File: src/design/mcpg_pkg.sv
// Package: widths, step record and queue status types for the circle point generator.
package mcpg_pkg;

   // Coordinate width of center and radius
   localparam int COORD_BITS = 10;
   // Offset, point and decision widths follow from it
   localparam int OFF_BITS = COORD_BITS + 1;
   localparam int PT_BITS  = COORD_BITS + 2;
   localparam int DEC_BITS = COORD_BITS + 4;

   // Step queue depth
   localparam int Q_DEPTH     = 2;
   localparam int Q_PTR_BITS  = (Q_DEPTH > 1) ? $clog2(Q_DEPTH) : 1;
   localparam int Q_CNT_BITS  = $clog2(Q_DEPTH + 1);

   // Points per step and point index width
   localparam int PTS_PER_STEP = 8;
   localparam int IDX_BITS     = $clog2(PTS_PER_STEP);

   // Command codes
   localparam logic CMD_START = 1'b0;
   localparam logic CMD_STEP  = 1'b1;

   // One step: center and offsets to expand into eight points
   typedef struct packed {
      logic [COORD_BITS-1:0]      center_x;
      logic [COORD_BITS-1:0]      center_y;
      logic signed [OFF_BITS-1:0] offset_x;
      logic signed [OFF_BITS-1:0] offset_y;
      logic                       done;
   } step_rec_type;

   // Queue status seen by the front and back parts
   typedef struct packed {
      logic full;
      logic nonempty;
   } q_status_type;

endpackage

File: src/design/mcpg_req_if.sv
// Request channel interface: command, center and radius.
interface mcpg_req_if;
   import mcpg_pkg::*;

   logic                  valid;
   logic                  ready;
   logic                  cmd;
   logic [COORD_BITS-1:0] center_x;
   logic [COORD_BITS-1:0] center_y;
   logic [COORD_BITS-1:0] radius;

   modport source (output valid, output cmd, output center_x, output center_y,
                   output radius, input ready);
   modport sink   (input valid, input cmd, input center_x, input center_y,
                   input radius, output ready);
endinterface

File: src/design/mcpg_rsp_if.sv
// Response channel interface: one circle point per transfer.
interface mcpg_rsp_if;
   import mcpg_pkg::*;

   logic                      valid;
   logic                      ready;
   logic signed [PT_BITS-1:0] point_x;
   logic signed [PT_BITS-1:0] point_y;
   logic                      last_point;
   logic                      circle_done;

   modport source (output valid, output point_x, output point_y,
                   output last_point, output circle_done, input ready);
   modport sink   (input valid, input point_x, input point_y,
                   input last_point, input circle_done, output ready);
endinterface

File: src/design/mcpg_front.sv
// Front part: accepts requests, runs the midpoint decision update, queues step records.
module mcpg_front (
   input  logic                  clock,
   input  logic                  reset,
   mcpg_req_if.sink              req,
   input  mcpg_pkg::q_status_type q_status,
   output logic                  push,
   output mcpg_pkg::step_rec_type push_rec
);
   import mcpg_pkg::*;

   logic [COORD_BITS-1:0]      cx_ff, cx_in;
   logic [COORD_BITS-1:0]      cy_ff, cy_in;
   logic signed [OFF_BITS-1:0] x_ff, x_in;
   logic signed [OFF_BITS-1:0] y_ff, y_in;
   logic signed [DEC_BITS-1:0] dec_ff, dec_in;
   logic                       active_ff, active_in;

   logic                       req_take;
   logic signed [OFF_BITS-1:0] nx, ny;
   logic signed [DEC_BITS-1:0] nx_ext, y_ext, r2_ext;
   logic                       step_done;

   // Any request waits only on queue space
   assign req.ready = !q_status.full;
   assign req_take  = req.valid && req.ready;

   // Next offsets and done flag for a step
   always_comb begin
      nx     = x_ff + OFF_BITS'(1);
      nx_ext = DEC_BITS'(nx);
      y_ext  = DEC_BITS'(y_ff);
      r2_ext = DEC_BITS'({req.radius, 1'b0});
      if (dec_ff[DEC_BITS-1]) begin
         ny = y_ff;
      end else begin
         ny = y_ff - OFF_BITS'(1);
      end
      step_done = nx > ny;
   end

   // State update per accepted request
   always_comb begin
      cx_in     = cx_ff;
      cy_in     = cy_ff;
      x_in      = x_ff;
      y_in      = y_ff;
      dec_in    = dec_ff;
      active_in = active_ff;
      if (req_take) begin
         case (req.cmd)
            CMD_START: begin
               cx_in     = req.center_x;
               cy_in     = req.center_y;
               x_in      = '0;
               y_in      = OFF_BITS'(req.radius);
               dec_in    = DEC_BITS'(3) - r2_ext;
               active_in = 1'b1;
            end
            CMD_STEP: begin
               if (active_ff) begin
                  x_in = nx;
                  y_in = ny;
                  if (dec_ff[DEC_BITS-1]) begin
                     dec_in = dec_ff + (nx_ext <<< 2) + DEC_BITS'(6);
                  end else begin
                     dec_in = dec_ff + ((nx_ext - y_ext) <<< 2) + DEC_BITS'(10);
                  end
                  if (step_done) begin
                     active_in = 1'b0;
                  end
               end
            end
            default: begin
               active_in = active_ff;
            end
         endcase
      end
   end

   // Record of the step taken: offsets before the update
   assign push              = req_take && (req.cmd == CMD_STEP) && active_ff;
   assign push_rec.center_x = cx_ff;
   assign push_rec.center_y = cy_ff;
   assign push_rec.offset_x = x_ff;
   assign push_rec.offset_y = y_ff;
   assign push_rec.done     = step_done;

   always_ff @(posedge clock) begin
      if (reset) begin
         cx_ff     <= '0;
         cy_ff     <= '0;
         x_ff      <= '0;
         y_ff      <= '0;
         dec_ff    <= '0;
         active_ff <= 1'b0;
      end else begin
         cx_ff     <= cx_in;
         cy_ff     <= cy_in;
         x_ff      <= x_in;
         y_ff      <= y_in;
         dec_ff    <= dec_in;
         active_ff <= active_in;
      end
   end

   // A finished run accepts no further step record
   a_done_clears: assert property (@(posedge clock) disable iff (reset)
      push && push_rec.done |=> !active_ff || $past(req.cmd) == CMD_START)
      else $error("active still set after final step");
   a_push_needs_space: assert property (@(posedge clock) disable iff (reset)
      push |-> !q_status.full)
      else $error("push into full step queue");
   a_offsets_ordered: assert property (@(posedge clock) disable iff (reset)
      active_ff |-> x_ff <= y_ff)
      else $error("active run with x beyond y");

endmodule

File: src/design/mcpg_queue.sv
// Step queue: short FIFO of step records between the front and back parts.
module mcpg_queue (
   input  logic                   clock,
   input  logic                   reset,
   input  logic                   push,
   input  mcpg_pkg::step_rec_type push_rec,
   input  logic                   pop,
   output mcpg_pkg::step_rec_type pop_rec,
   output mcpg_pkg::q_status_type status
);
   import mcpg_pkg::*;

   step_rec_type              entry_ff [Q_DEPTH];
   logic [Q_PTR_BITS-1:0]     wr_ptr_ff, wr_ptr_in;
   logic [Q_PTR_BITS-1:0]     rd_ptr_ff, rd_ptr_in;
   logic [Q_CNT_BITS-1:0]     count_ff, count_in;
   logic                      do_pop;

   assign status.full     = (count_ff == Q_CNT_BITS'(Q_DEPTH));
   assign status.nonempty = (count_ff != '0);
   assign pop_rec         = entry_ff[rd_ptr_ff];
   assign do_pop          = pop && status.nonempty;

   // Pointer and count update
   always_comb begin
      wr_ptr_in = wr_ptr_ff;
      rd_ptr_in = rd_ptr_ff;
      count_in  = count_ff;
      if (push) begin
         wr_ptr_in = (wr_ptr_ff == Q_PTR_BITS'(Q_DEPTH - 1)) ? '0 :
                     wr_ptr_ff + Q_PTR_BITS'(1);
      end
      if (do_pop) begin
         rd_ptr_in = (rd_ptr_ff == Q_PTR_BITS'(Q_DEPTH - 1)) ? '0 :
                     rd_ptr_ff + Q_PTR_BITS'(1);
      end
      if (push && !do_pop) begin
         count_in = count_ff + Q_CNT_BITS'(1);
      end else if (do_pop && !push) begin
         count_in = count_ff - Q_CNT_BITS'(1);
      end
   end

   always_ff @(posedge clock) begin
      if (reset) begin
         wr_ptr_ff <= '0;
         rd_ptr_ff <= '0;
         count_ff  <= '0;
      end else begin
         wr_ptr_ff <= wr_ptr_in;
         rd_ptr_ff <= rd_ptr_in;
         count_ff  <= count_in;
      end
   end

   // Entry storage
   always_ff @(posedge clock) begin
      if (push) begin
         entry_ff[wr_ptr_ff] <= push_rec;
      end
   end

   a_count_bound: assert property (@(posedge clock) disable iff (reset)
      count_ff <= Q_CNT_BITS'(Q_DEPTH))
      else $error("queue count beyond depth");
   a_no_overflow: assert property (@(posedge clock) disable iff (reset)
      push && status.full |-> do_pop)
      else $error("push into full queue");
   a_ptrs_match_empty: assert property (@(posedge clock) disable iff (reset)
      !status.nonempty |-> wr_ptr_ff == rd_ptr_ff)
      else $error("empty queue with pointers apart");

endmodule

File: src/design/mcpg_back.sv
// Back part: expands each step record into eight symmetric points, one per cycle while rsp is ready.
module mcpg_back (
   input  logic                   clock,
   input  logic                   reset,
   input  mcpg_pkg::step_rec_type pop_rec,
   input  mcpg_pkg::q_status_type q_status,
   output logic                   pop,
   mcpg_rsp_if.source             rsp
);
   import mcpg_pkg::*;

   step_rec_type              rec_ff, rec_in;
   logic                      busy_ff, busy_in;
   logic [IDX_BITS-1:0]       idx_ff, idx_in;
   logic                      out_valid_ff, out_valid_in;
   logic signed [PT_BITS-1:0] px_ff, px_in;
   logic signed [PT_BITS-1:0] py_ff, py_in;
   logic                      last_ff, last_in;
   logic                      done_ff, done_in;

   logic                      out_adv;
   logic                      emit_last;
   logic signed [PT_BITS-1:0] cx_ext, cy_ext, a_ext, b_ext;

   assign out_adv   = !out_valid_ff || rsp.ready;
   assign emit_last = busy_ff && out_adv && (idx_ff == IDX_BITS'(PTS_PER_STEP - 1));
   assign pop       = q_status.nonempty && (!busy_ff || emit_last);

   // Point selection: bit 2 swaps x and y, bit 1 negates x term, bit 0 negates y term
   always_comb begin
      cx_ext = PT_BITS'(rec_ff.center_x);
      cy_ext = PT_BITS'(rec_ff.center_y);
      if (idx_ff[2]) begin
         a_ext = PT_BITS'(rec_ff.offset_y);
         b_ext = PT_BITS'(rec_ff.offset_x);
      end else begin
         a_ext = PT_BITS'(rec_ff.offset_x);
         b_ext = PT_BITS'(rec_ff.offset_y);
      end
   end

   // Sequencer and output register
   always_comb begin
      rec_in       = rec_ff;
      busy_in      = busy_ff;
      idx_in       = idx_ff;
      out_valid_in = out_valid_ff;
      px_in        = px_ff;
      py_in        = py_ff;
      last_in      = last_ff;
      done_in      = done_ff;
      if (out_adv) begin
         out_valid_in = busy_ff;
         if (busy_ff) begin
            px_in   = idx_ff[1] ? cx_ext - a_ext : cx_ext + a_ext;
            py_in   = idx_ff[0] ? cy_ext - b_ext : cy_ext + b_ext;
            last_in = emit_last;
            done_in = emit_last && rec_ff.done;
            idx_in  = emit_last ? '0 : idx_ff + IDX_BITS'(1);
            if (emit_last) begin
               busy_in = 1'b0;
            end
         end
      end
      if (pop) begin
         rec_in  = pop_rec;
         busy_in = 1'b1;
         idx_in  = '0;
      end
   end

   always_ff @(posedge clock) begin
      if (reset) begin
         busy_ff      <= 1'b0;
         idx_ff       <= '0;
         out_valid_ff <= 1'b0;
      end else begin
         busy_ff      <= busy_in;
         idx_ff       <= idx_in;
         out_valid_ff <= out_valid_in;
      end
   end

   always_ff @(posedge clock) begin
      rec_ff  <= rec_in;
      px_ff   <= px_in;
      py_ff   <= py_in;
      last_ff <= last_in;
      done_ff <= done_in;
   end

   assign rsp.valid       = out_valid_ff;
   assign rsp.point_x     = px_ff;
   assign rsp.point_y     = py_ff;
   assign rsp.last_point  = last_ff;
   assign rsp.circle_done = done_ff;

   a_done_on_last: assert property (@(posedge clock) disable iff (reset)
      rsp.valid && rsp.circle_done |-> rsp.last_point)
      else $error("circle_done without last_point");
   a_idle_index: assert property (@(posedge clock) disable iff (reset)
      !busy_ff |-> idx_ff == '0)
      else $error("point index nonzero while idle");
   a_pop_has_item: assert property (@(posedge clock) disable iff (reset)
      pop |-> q_status.nonempty)
      else $error("pop from empty queue");

endmodule

File: src/design/midpoint_circle_point_generator.sv
// Top level: midpoint circle point generator with eight-way symmetry.
//
//  channel  dir  transfer  payload
//  req_ch   in   request   cmd, center_x, center_y, radius
//  rsp_ch   out  point     point_x, point_y, last_point, circle_done
//
// A start request emits no points; a step request passes through the front part and
// emits eight points, one per cycle while rsp_ch is ready, from the back part.
// Sustained step throughput is set by the single point output register.
// The two-entry step queue lets requests be accepted while points drain.
// Reset is synchronous, active high, and clears the run state and the queue.
// A stalled rsp_ch holds its point; req_ch stalls only while the queue is full.
module midpoint_circle_point_generator (
   input  logic      clock,
   input  logic      reset,
   mcpg_req_if.sink   req_ch,
   mcpg_rsp_if.source rsp_ch
);
   import mcpg_pkg::*;

   logic         push;
   step_rec_type push_rec;
   logic         pop;
   step_rec_type pop_rec;
   q_status_type q_status;

   mcpg_front u_front (
      .clock    (clock),
      .reset    (reset),
      .req      (req_ch),
      .q_status (q_status),
      .push     (push),
      .push_rec (push_rec)
   );

   mcpg_queue u_queue (
      .clock    (clock),
      .reset    (reset),
      .push     (push),
      .push_rec (push_rec),
      .pop      (pop),
      .pop_rec  (pop_rec),
      .status   (q_status)
   );

   mcpg_back u_back (
      .clock    (clock),
      .reset    (reset),
      .pop_rec  (pop_rec),
      .q_status (q_status),
      .pop      (pop),
      .rsp      (rsp_ch)
   );

endmodule
File: src/flat_wrapper.sv
// flat-port wrapper written by rule: the top's interface ports become plain ports
module midpoint_circle_point_generator_flat import mcpg_pkg::*;
  (clock, reset, req_ch_valid, req_ch_cmd, req_ch_center_x, req_ch_center_y, req_ch_radius, req_ch_ready, rsp_ch_valid, rsp_ch_point_x, rsp_ch_point_y, rsp_ch_last_point, rsp_ch_circle_done, rsp_ch_ready);
  mcpg_req_if req_ch_i ();
  mcpg_rsp_if rsp_ch_i ();
  input  logic clock;
  input  logic reset;
  input wire logic [$bits(req_ch_i.valid)-1:0] req_ch_valid;
  input wire logic [$bits(req_ch_i.cmd)-1:0] req_ch_cmd;
  input wire logic [$bits(req_ch_i.center_x)-1:0] req_ch_center_x;
  input wire logic [$bits(req_ch_i.center_y)-1:0] req_ch_center_y;
  input wire logic [$bits(req_ch_i.radius)-1:0] req_ch_radius;
  output wire logic [$bits(req_ch_i.ready)-1:0] req_ch_ready;
  output wire logic [$bits(rsp_ch_i.valid)-1:0] rsp_ch_valid;
  output wire logic [$bits(rsp_ch_i.point_x)-1:0] rsp_ch_point_x;
  output wire logic [$bits(rsp_ch_i.point_y)-1:0] rsp_ch_point_y;
  output wire logic [$bits(rsp_ch_i.last_point)-1:0] rsp_ch_last_point;
  output wire logic [$bits(rsp_ch_i.circle_done)-1:0] rsp_ch_circle_done;
  input wire logic [$bits(rsp_ch_i.ready)-1:0] rsp_ch_ready;
  assign req_ch_i.valid = req_ch_valid;
  assign req_ch_i.cmd = req_ch_cmd;
  assign req_ch_i.center_x = req_ch_center_x;
  assign req_ch_i.center_y = req_ch_center_y;
  assign req_ch_i.radius = req_ch_radius;
  assign req_ch_ready = req_ch_i.ready;
  assign rsp_ch_valid = rsp_ch_i.valid;
  assign rsp_ch_point_x = rsp_ch_i.point_x;
  assign rsp_ch_point_y = rsp_ch_i.point_y;
  assign rsp_ch_last_point = rsp_ch_i.last_point;
  assign rsp_ch_circle_done = rsp_ch_i.circle_done;
  assign rsp_ch_i.ready = rsp_ch_ready;
  midpoint_circle_point_generator u_core (.clock(clock), .reset(reset), .req_ch(req_ch_i), .rsp_ch(rsp_ch_i));
endmodule
File: config.mk
export PLATFORM = sky130hd
export DESIGN_NAME = midpoint_circle_point_generator_flat
export DESIGN_NICKNAME = d
export VERILOG_FILES = /design/src/design/mcpg_pkg.sv /design/src/design/mcpg_req_if.sv /design/src/design/mcpg_rsp_if.sv /design/src/design/mcpg_front.sv /design/src/design/mcpg_queue.sv /design/src/design/mcpg_back.sv /design/src/design/midpoint_circle_point_generator.sv /design/src/flat_wrapper.sv
export SDC_FILE = /design/constraint.sdc
export NUM_CORES = 1
export LEC_CHECK = 0
export BUFFER_PORTS_ARGS = -buffer_cell sky130_fd_sc_hd__buf_2
export CAP_MARGIN = 40
export CORE_MARGIN = 3
export CORE_UTILIZATION = 60
export CTS_CLUSTER_SIZE = 28
export DETAILED_ROUTE_END_ITERATION = 10
export PLACE_DENSITY = 0.78
export RECOVER_POWER = 50
export SLEW_MARGIN = 25
export SYNTH_ARGS = -nofsm -noshare
export SYNTH_HDL_FRONTEND = slang
export SYNTH_SLANG_ARGS = --single-unit
File: constraint.sdc
create_clock -name clock -period 7.9 [get_ports clock]
set_input_delay 1.185 -clock clock [delete_from_list [all_inputs] [get_ports clock]]
set_output_delay 1.185 -clock clock [all_outputs]
set_load 0.05 [all_outputs]
==> results.md, run 1 <==
- Status: finished with violations
- Failing checks: capacitance limit, slew limit
- Final worst path period share: 64.1%
- Ratio of cells with drive above 1 in the final layout: between 10 and 15%
- #FFs+latches synth: between 200 and 250
- P per Cell Area: 379 mW/mm2
- Die W: ~150 um
- Vias after detailed routing: approximately 8500
- Initial Utilization: between 60% and 70%
- FF-to-FF path depth: 11
- Final setup fails: 0
- Maximum clock insertion buffer count: 3
- Leak: between 5 and 6 nW
- Post-synth top area cell: edfxtp_1
- Cell with the most instances after synthesis: edfxtp_1
- Post-synthesis instance total: approximately 1100
- CP Launch Type: flop
- Initial DRT Pass Iterations: 5
- Root Buffer: clkbuf_16
- Max-cap violations: 4
- Maximum VDD drop: 0.000178 V
- Sequential Area: 0.00596 mm2
- DR iter-0 viols: around 440
- Clock transition at the registers of the reported paths: roughly 0.060 ns
- Area of the multi-input gates: around 0.0058 mm2
- Die ar.: 0.0219 mm2
- Antenna violations before repair: 0
- Die Y-Extent: around 150 um
- Simple-gate area share of the yosys netlist: roughly 12%
- PortBufs: just over 60
- Ranking of synthesized cells by area: edfxtp_1 38%, dfxtp_1 11%, ha_1 9.7%
- Wire length of the first global-routing pass: a little over 40000 um
- Core Region: 0.0197 mm2
- Antenna Violating Nets Remaining: 0
- Req. time, crit path: 8.15 ns
- RSZ-0062 raised after global routing: no
- Hold path depth: 0
- Synthesized area: ~0.012 mm2
- CTS tree: yes
- Vias per inst: 5.83
- Vias in the first global route: slightly above 8000
- Worst-margin pin slew: between 3 and 4 ns
- CTS H-Tree Depth: 1
- Antenna diodes: 0
- FMAX: between 150 and 200 MHz
- Slew HR: -115%
- Worst path slowest cell: clkbuf_1
- Buf+Inv Stages, Crit Path: 1
- Finished Layout Cells: ~1500
- Crit path depth: 11
- Placed Area: 0.0127 mm2
- Total Routing Usage GR: approximately 23%
- Crit end category: flop
- Top FF cell, synth: edfxtp_1
- Rows: ~50
- Area Overhead vs Synth: 11.3%
- CP most frequent cell: o21ai_1
- Final hold viol count: 0
- # DRC: 0
- Family with the most delay on the worst path: compound AO/OA/AOI/OAI gates
- Total grt overflow: 0
- WL/cell: ~17 um
- Post-detail-place hpwl: around 18000 um
- Routed WL: approximately 25000 um
- Nets: 1312
- CP Class: reg2reg
- Placed cells: 1418
- Syn. warnings: 0
- Clock Skews: 0.00886 ns
- # hold bufs at CTS: 0
- Largest net degree at the start of global routing: between 60 and 70
- Post-CTS Setup Bufs: 0
- Max Slew Vio Count: around 180
- Clk sinks: 220
- Commonest cells post-synth: 155 x edfxtp_1, 104 x a21oi_1, 94 x ha_1, 94 x nor2_1, 82 x nand2_1
- Fill count: between 1000 and 1500
- Synth Area in XOR/XNOR: approximately 6.4%
- Final period demand of the worst path: 5.06 ns
- Critical Path AT: between 5 and 6 ns
- Syn avg cell area: approximately 11 um2
- Critical path peak fanout: 36
- Synthesized-area fraction occupied by adder cells: 10.6%
- Synth Area in Compound Gates: about an eighth
- Gpl congestion: just under 0.9
- Worst skew pair latency: about 0.50 ns
- Ports: 63
- CTS buffer count: 23
- Setup TNS: 0 ns
- EDFF count, synth: around 160
- Register area share after synthesis: between 40% and 50%
- Main combinational cell family by area after synthesis: simple AND/OR/NAND/NOR gates
- Min-Delay Path Class: reg2reg
- Ys async rst share: 0%
- Power consumption: ~5.1 mW
- PostCTS Resize Cnt: 0
- Distinct cells, synth: 65
- Final instance area: ~0.013 mm2
- CP peak stage delay: 1.27 ns
- Worst-path cell chain: clkbuf_1 -> mux2i_1 -> ha_1 -> o21ai_0 -> fa_1 -> a21o_1 -> a21oi_1 -> o21ai_1 -> o41ai_1 -> o21ai_1 -> xnor2_1
- Synth top area share: roughly 38%
- Post-synthesis mux area share: ~6.8%
- Mapped Nets: ~1300
[stage by stage]
| stage | util [%] | hold WS (ns) | setup slack (ns) |
|---|---|---|---|
| after floorplan | - | 0.424 | 3.07 |
| after global placement | 64.4 | 0.431 | 3.78 |
| after detailed placement | 64.8 | 0.441 | 3.59 |
| after CTS | 69.0 | 0.451 | 3.58 |
| after global routing | 68.5 | 0.465 | 2.43 |
| final | 68.5 | 0.449 | 2.84 |
[flip-flops by register name, summed over array words and instances, names as in the netlist]
name and cells:
u_core.u_front.y_ff 11, u_core.u_back.cy_ext 10, u_core.u_back.rsp.point_x 12, u_core.u_back.busy_ff 1, u_core.u_front.x_ff 11, u_core.u_front.cx_ff 10
u_core.u_front.active_ff 1, u_core.u_queue.rd_ptr_ff 1, u_core.u_back.rsp.circle_done 1, u_core.u_back.rec_ff 23, u_core.u_back.cx_ext 10, u_core.u_queue.count_ff 2
u_core.u_queue.entry_ff 86, u_core.u_back.idx_ff 3, u_core.u_back.rsp.last_point 1, u_core.u_front.dec_ff 13, u_core.u_back.rsp.valid 1, u_core.u_queue.wr_ptr_ff 1
u_core.u_front.cy_ff 10, u_core.u_back.rsp.point_y 12
[worst paths after layout]
check / start / end / slack [ns]
min reg2reg: u_core.u_front.cx_ff[4] / u_core.u_queue.entry_ff[1][37] / 0.45
max reg2reg: u_core.u_back.idx_ff[2] / u_core.u_back.rsp.point_x[10] / 2.84
max: u_core.u_back.idx_ff[2] / u_core.u_back.rsp.point_x[10] / 2.84
min: u_core.u_front.cx_ff[4] / u_core.u_queue.entry_ff[1][37] / 0.45
[worst reg2reg max path, delay by kind of cell, from the launching register on]
family,cells,cell delay (ns)
compound gates,6,1.34
buf+inv,1,1.27
fa+ha+maj,2,0.91
flops,1,0.73
mux,1,0.42
xor+xnor,1,0.14
[report_power, final]
part / internal [mW] / total, mW / leakage [nW] / switching [mW]
combinational: 0.846 / 2.18 / 2.68 / 1.34
sequential: 1.61 / 1.78 / 1.99 / 0.166
clock: 0.707 / 1.14 / 0.398 / 0.433
total: 3.17 / 5.10 / 5.07 / 1.94
[logic make-up after synthesis]
kind of cell,count (synthesis)
AOI/OAI and AO/OA,240
xor gates and xnor gates,89
adders and majority gates,99
buffers and inverters,90
DFF,220
muxes,76
and+or+nand+nor,306
[final cells by class]
class / instances / area share, %
Sequential cell: 220 / 44.3
Multi-Input combinational cell: 810 / 43.2
Clock buffer: 29 / 4.76
Timing Repair Buffer: 73 / 2.68
Tap cell: 265 / 2.46
Inverter: 50 / 1.39
Clock inverter: 12 / 1.26
[cells in the final DEF, fill, tap and decap left out, drive strengths merged, types with 16 or more instances in the layout]
master and instances:
nor2b 16, o21ai 51, nand2 82, ha 94
inv 51, clkbuf 61, xnor2 54, edfxtp 155
dfxtp 65, nor3 32, mux2 53, a21oi 105
buf 41, nor2 94, mux2i 23, xor2 35
[metal layers]
layer / GRT usage [%] / up-vias / wire length [um]
li1: - / 4212 / -
met1: 29.7 / 4029 / 10600
met2: 40.6 / 215 / 12600
met3: 3.16 / 46 / 1400
met4: 6.74 / 0 / 578
met5: 0 / - / 0
No activity file was read; power rests on OpenSTA's default activity.
==> inputs of run 2 (changes only) <==
clock period = 5.02 ns   (was 7.9 ns; I/O delays follow)
==> results.md, run 2 (synthesized netlist as in run 1, its figures left out) <==
- FF-to-FF path depth: 17 (+6)
- Ratio of cells with drive above 1 in the final layout: 10.8% (-0.72 points)
- Nets: 1316 (+0.30%)
- Initial Utilization: 61.5% (unchanged)
- CTS buffer count: 24 (+4.3%)
- Vias after detailed routing: 8644 (+1.7%)
- Antenna Violating Nets Remaining: 0 (unchanged)
- CTS H-Tree Depth: 1 (unchanged)
- Failing checks: capacitance limit, slew limit
- Family with the most delay on the worst path: simple AND/OR/NAND/NOR gates
- Initial DRT Pass Iterations: 5 (unchanged)
- Wire length of the first global-routing pass: 41700 um (+1.7%)
- Hold_sp: u_core.u_front.cx_ff[2]
- Antenna diodes: 0 (unchanged)
- Most frequent cells in the layout: 155 x edfxtp_1, 104 x a21oi_1, 94 x ha_1, 93 x nor2_1, 82 x nand2_1
- Vias per inst: 5.90 (+1.3%)
- Sequential Area: 0.00596 mm2 (unchanged)
- Area Overhead vs Synth: 11.4%
- CP Launch Type: flop
- Largest net degree at the start of global routing: 48 (-26%)
- Root Buffer: clkbuf_16
- Clk sinks: 220 (unchanged)
- CP most frequent cell: ha_1
- Worst skew pair latency: 0.51 ns (about the same)
- Max Slew Vio Count: 57 (-68%)
- Final period demand of the worst path: 4.33 ns (-0.727 ns)
- Max-cap violations: 2 (-2)
- Max reg flops: 86 (unchanged)
- RR Endpoint: u_core.u_front.dec_ff[13]
- Setup TNS: 0 ns (unchanged)
- Routed WL: 25500 um (+1.4%)
- Critical Path AT: 4.72 ns (-0.59 ns)
- RSZ-0062 raised after global routing: no
- Worst hold endpoint: u_core.u_queue.entry_ff[0][35]
- Die Y-Extent: 148 um (unchanged)
- Slew HR: -21.6% (+93 points)
- Ports: 63 (unchanged)
- Hold path depth: 0 (unchanged)
- Area of the multi-input gates: 0.00581 mm2 (about the same)
- PortBufs: 62 (unchanged)
- Finished Layout Cells: 1465 (+0.41%)
- Leak: 5.08 nW (about the same)
- Core Region: 0.0197 mm2 (unchanged)
- Placed cells: 1421 (+0.21%)
- CTS tree: yes
- Power consumption: 7.99 mW (+57%)
- Post-detail-place hpwl: 18200 um (+3.2%)
- Post-CTS Setup Bufs: 0 (unchanged)
- Status: finished with violations
- Crit end category: flop
- Worst path slowest cell: dfxtp_1
- P per Cell Area: 593 mW/mm2 (+56%)
- Critical path peak fanout: 10 (-72%)
- Worst setup margin: 0.686 ns (-2.15 ns)
- Buf+Inv Stages, Crit Path: 0 (-1)
- Placement Setup Slack: 0.756 ns (-2.84 ns)
- Total Routing Usage GR: 23.3% (+0.29 points)
- WL/cell: 17.4 um (+1.0%)
- Final hold viol count: 0 (unchanged)
- Worst-path cell chain: ha_1 -> and2_1 -> nand2_1 -> xnor2_1 -> ha_1 -> or2_2 -> a21oi_1 -> a21oi_1 -> or4b_1 -> nand4b_1 -> ha_1 -> ha_1 -> nand2_1 -> nor2_1 -> a221oi_1 -> xnor2_1 -> o22ai_1
- Final Core Density: 68.5% (+0.070 points)
- Min-Delay Path Class: reg2reg
- Gpl congestion: 0.883 (about the same)
- Biggest regs: u_core.u_queue.entry_ff: 86 flops, u_core.u_back.rec_ff: 23 flops, u_core.u_front.dec_ff: 13 flops
- Req. time, crit path: 5.41 ns (-2.74 ns)
- DR iter-0 viols: 565 (+28%)
- PostCTS Resize Cnt: 0 (unchanged)
- Final worst path period share: 86.3% (+22 points)
- Die ar.: 0.0219 mm2 (unchanged)
- Maximum clock insertion buffer count: 3 (unchanged)
- Die W: 148 um (unchanged)
- # hold bufs at CTS: 0 (unchanged)
- Rows: 51 (unchanged)
- Total grt overflow: 0 (unchanged)
- CP peak stage delay: 0.52 ns (-0.75 ns)
- R2R setup slack: 0.69 ns (-2.15 ns)
- Crit Reg-Reg Startpoint: u_core.u_front.x_ff[0]
- Clock Skews: 0.0184 ns (+0.00959 ns)
- Worst-margin pin slew: 1.82 ns (-1.40 ns)
- Antenna violations before repair: 0 (unchanged)
- Fill count: 1486 (+0.81%)
- # DRC: 0 (unchanged)
- CP Class: reg2reg
- Commonest non-fill, non-tap cell in the layout: edfxtp_1
- Vias in the first global route: 8574 (+4.1%)
- Maximum VDD drop: 0.000410 V (+130%)
- Clock transition at the registers of the reported paths: 0.06 ns (about the same)
- Final setup fails: 0 (unchanged)
- FMAX: 231 MHz (+17%)
- Reg with most FFs: u_core.u_queue.entry_ff
==> run 2: power breakdown <==
part	switching, mW	internal (mW)
sequential	0.269	2.52
combinational	2.12	1.34
clock	0.685	1.05
==> run 2: metrics by stage <==
| stage | hold WS, ns | area (um2) |
|---|---|---|
| 6_report | 0.455 | 13500 |
| 3_5_place_dp | 0.442 | 12800 |
| 5_1_grt | 0.461 | 13500 |
| 3_3_place_gp | 0.430 | 12700 |
| 4_1_cts | 0.454 | 13600 |
| 2_1_floorplan | 0.424 | 12100 |
==> run 2: area by class of cell <==
class,instances,share of cell area [%]
flip-flops and latches,220,44.2
multi-input cells,810,43.1
clock buffers,34,5.05
repair buffers,76,2.92
well taps,265,2.46
inverters,50,1.39
clock inverters,10,0.845
==> run 2: worst max path at each step <==
| stage | startpoint | endpoint | slack (ns) | depth (start not counted) |
|---|---|---|---|---|
| 3_5_place_dp | u_core.u_front.x_ff[0] | u_core.u_front.dec_ff[13] | 0.76 | 17 |
| 5_1_grt | u_core.u_front.x_ff[0] | u_core.u_front.dec_ff[13] | 0.45 | 17 |
| 2_1_floorplan | rsp_ch_ready | u_core.u_queue.count_ff[1] | 0.62 | 7 |
| 4_1_cts | u_core.u_front.x_ff[0] | u_core.u_front.dec_ff[13] | 0.74 | 17 |
| 6_report | u_core.u_front.x_ff[0] | u_core.u_front.dec_ff[13] | 0.69 | 17 |
| 3_3_place_gp | u_core.u_front.x_ff[0] | u_core.u_front.dec_ff[12] | 0.91 | 16 |
==> run 2: layer usage <==
metal	GRT usage, %	wire length (um)	part of all wire [%]	up-vias
li1	-	-	-	4227
met1	29.5	10800	42	4113
met2	41.1	12700	50	245
met3	2.88	1260	4.9	59
met4	8.96	818	3.2	0
met5	0	0	0	-
==> inputs of run 3 (changes only) <==
CORE_MARGIN = unset   (was 3)
==> results.md, run 3 (synthesized netlist as in run 1, its figures left out) <==
- Ratio of cells with drive above 1 in the final layout: 11.0% (+0.20 points)
- Biggest regs: u_core.u_queue.entry_ff: 86 flops, u_core.u_back.rec_ff: 23 flops, u_core.u_front.dec_ff: 13 flops
- Antenna violations before repair: 0 (unchanged)
- Initial Utilization: 61.7% (+0.20 points)
- Clk sinks: 220 (unchanged)
- Maximum clock insertion buffer count: 3 (unchanged)
- Status: finished with violations
- CP peak stage delay: 1.79 ns (+1.27 ns)
- Total Routing Usage GR: 25.2% (+1.9 points)
- Core Region: 0.0196 mm2 (-0.32%)
- Leak: 5.03 nW (-1.0%)
- CTS H-Tree Depth: 1 (unchanged)
- Buf+Inv Stages, Crit Path: 2 (+2)
- Max reg flops: 86 (unchanged)
- Clock transition at the registers of the reported paths: 0.06 ns (about the same)
- Antenna Violating Nets Remaining: 0 (unchanged)
- CTS buffer count: 23 (-4.2%)
- Final setup fails: 0 (unchanged)
- Critical Path AT: 4.44 ns (-0.28 ns)
- Placement Setup Slack: 0.815 ns (+0.0597 ns)
- Req. time, crit path: 5.07 ns (-0.34 ns)
- CP Launch Type: primary input
- PostCTS Resize Cnt: 0 (unchanged)
- Finished Layout Cells: 1461 (-0.27%)
- Setup TNS: 0 ns (unchanged)
- P per Cell Area: 586 mW/mm2 (-1.2%)
- Family with the most delay on the worst path: buffers and inverters
- Met3 Usage GRT: 3.57% (+0.68 points)
- FMAX: 228 MHz (-1.3%)
- Placed Area: 0.0127 mm2 (-0.16%)
- Vias per inst: 5.83 (-1.3%)
- Failing checks: capacitance limit, slew limit
- Post-detail-place hpwl: 17900 um (-1.7%)
- Vias in the first global route: 8284 (-3.4%)
- Placed cells: 1420 (-0.070%)
- Max-cap violations: 4 (+2)
- WL/cell: 17.3 um (-0.89%)
- Crit end category: flop
- Worst path slowest cell: clkbuf_1
- Worst skew pair latency: 0.49 ns (-0.02 ns)
- # DRC: 0 (unchanged)
- # hold bufs at CTS: 0 (unchanged)
- M2 GR Usage: 45.6% (+4.5 points)
- Fill count: 1445 (-2.8%)
- Final period demand of the worst path: 4.39 ns (+0.0557 ns)
- Antenna diodes: 0 (unchanged)
- Wire length of the first global-routing pass: 40500 um (-2.9%)
- Total grt overflow: 0 (unchanged)
- Commonest non-fill, non-tap cell in the layout: edfxtp_1
- Post-CTS Setup Bufs: 0 (unchanged)
- Reg with most FFs: u_core.u_queue.entry_ff
- Root Buffer: clkbuf_16
- Routed WL: 25200 um (-1.2%)
- Worst-path cell chain: clkbuf_1 -> nand2_1 -> nor2_4 -> clkbuf_1
- Final instance area: 0.0134 mm2 (-0.62%)
- FF-to-FF path depth: 17 (unchanged)
- Grt met1 use: 31.4% (+2.0 points)
- Slew HR: -66.9% (-45 points)
- Rows: 51 (unchanged)
- Global route hottest layer: met2
- Min-Delay Path Class: reg2reg
- Die Y-Extent: 144 um (-2.7%)
- Worst setup margin: 0.630 ns (-0.0557 ns)
- Largest net degree at the start of global routing: 48 (unchanged)
- CP Class: in2reg
- Initial DRT Pass Iterations: 5 (unchanged)
- Most frequent cells in the layout: 155 x edfxtp_1, 103 x a21oi_1, 94 x ha_1, 92 x nor2_1, 81 x nand2_1
- Die W: 144 um (-2.7%)
- Ports: 63 (unchanged)
- Vias after detailed routing: 8512 (-1.5%)
- Crit path depth: 4 (-13)
- Worst-margin pin slew: 2.50 ns (+0.685 ns)
- Die ar.: 0.0207 mm2 (-5.3%)
- Area Overhead vs Synth: 10.7%
- Max Slew Vio Count: 143 (+150%)
- RSZ-0062 raised after global routing: no
- CP most frequent cell: clkbuf_1
- Clock Skews: 0.0109 ns (-0.00757 ns)
- Gpl congestion: 0.860 (-2.7%)
- PortBufs: 62 (unchanged)
- Final hold viol count: 0 (unchanged)
- CTS tree: yes
- Maximum VDD drop: 0.000227 V (-45%)
- DR iter-0 viols: 391 (-31%)
- Nets: 1314 (-0.15%)
- Final worst path period share: 87.4% (+1.1 points)
- Critical path peak fanout: 43 (+33)
- Hold path depth: 0 (unchanged)
run 3: cell count changes in the layout (fill, tap and decap cells not counted), sizes merged:
| cell | delta |
|---|---|
| clkinv | +2 |
| inv | -1 |
| clkbuf | -1 |
| buf | -4 |
run 3: cell type report:
class / instances / area [um2] / share of cell area (%)
clock buffer: 30 / 612 / 4.57
clock inverter: 11 / 114 / 0.851
inverter: 50 / 188 / 1.40
multi-input combinational: 810 / 5820 / 43.5
sequential: 220 / 5960 / 44.5
tap: 265 / 332 / 2.48
timing repair buffer: 75 / 364 / 2.72
run 3: metrics by stage:
step	power (mW)	utilization, %	hold slack (ns)
CTS	7.91	68.7	0.449
finish	7.85	68.3	0.450
global route	8.36	68.3	0.465
detailed placement	6.27	65.0	0.434
floorplan	5.50	-	0.424
global placement	6.14	64.7	0.430
run 3: where the power goes:
group | switching (mW) | internal [mW] | total (mW)
Combinational | 2.09 | 1.33 | 3.43
Clock | 0.668 | 0.965 | 1.63
Sequential | 0.262 | 2.53 | 2.79
Total | 3.02 | 4.83 | 7.85
run 3: final timing paths:
kind | start | to | slack [ns]
max | req_ch_cmd | u_core.u_queue.entry_ff[0][23] | 0.63
min | u_core.u_front.cy_ff[3] | u_core.u_queue.entry_ff[0][26] | 0.45
max reg2reg | u_core.u_front.x_ff[0] | u_core.u_front.dec_ff[13] | 0.76
min reg2reg | u_core.u_front.cy_ff[3] | u_core.u_queue.entry_ff[0][26] | 0.45
run 3: per-layer routing:
layer / vias up / part of all wire [%]
met5: - / 0
met4: 0 / 1.5
met3: 29 / 5.3
met2: 238 / 50
met1: 4030 / 43
li1: 4215 / -
run 3: worst register-to-register path, cell delays in order (launching register included):
cell and delay, ns:
dfxtp_1 0.54, ha_1 0.32, and2_1 0.18, nand2_1 0.08, xnor2_1 0.32, ha_1 0.34, or2_2 0.30, a21oi_1 0.14
a21oi_1 0.09, or4b_1 0.48, nand4b_1 0.11, ha_1 0.23, ha_1 0.34, nand2_1 0.09, nor2_1 0.04, a221oi_1 0.30
xnor2_1 0.16, o22ai_1 0.09
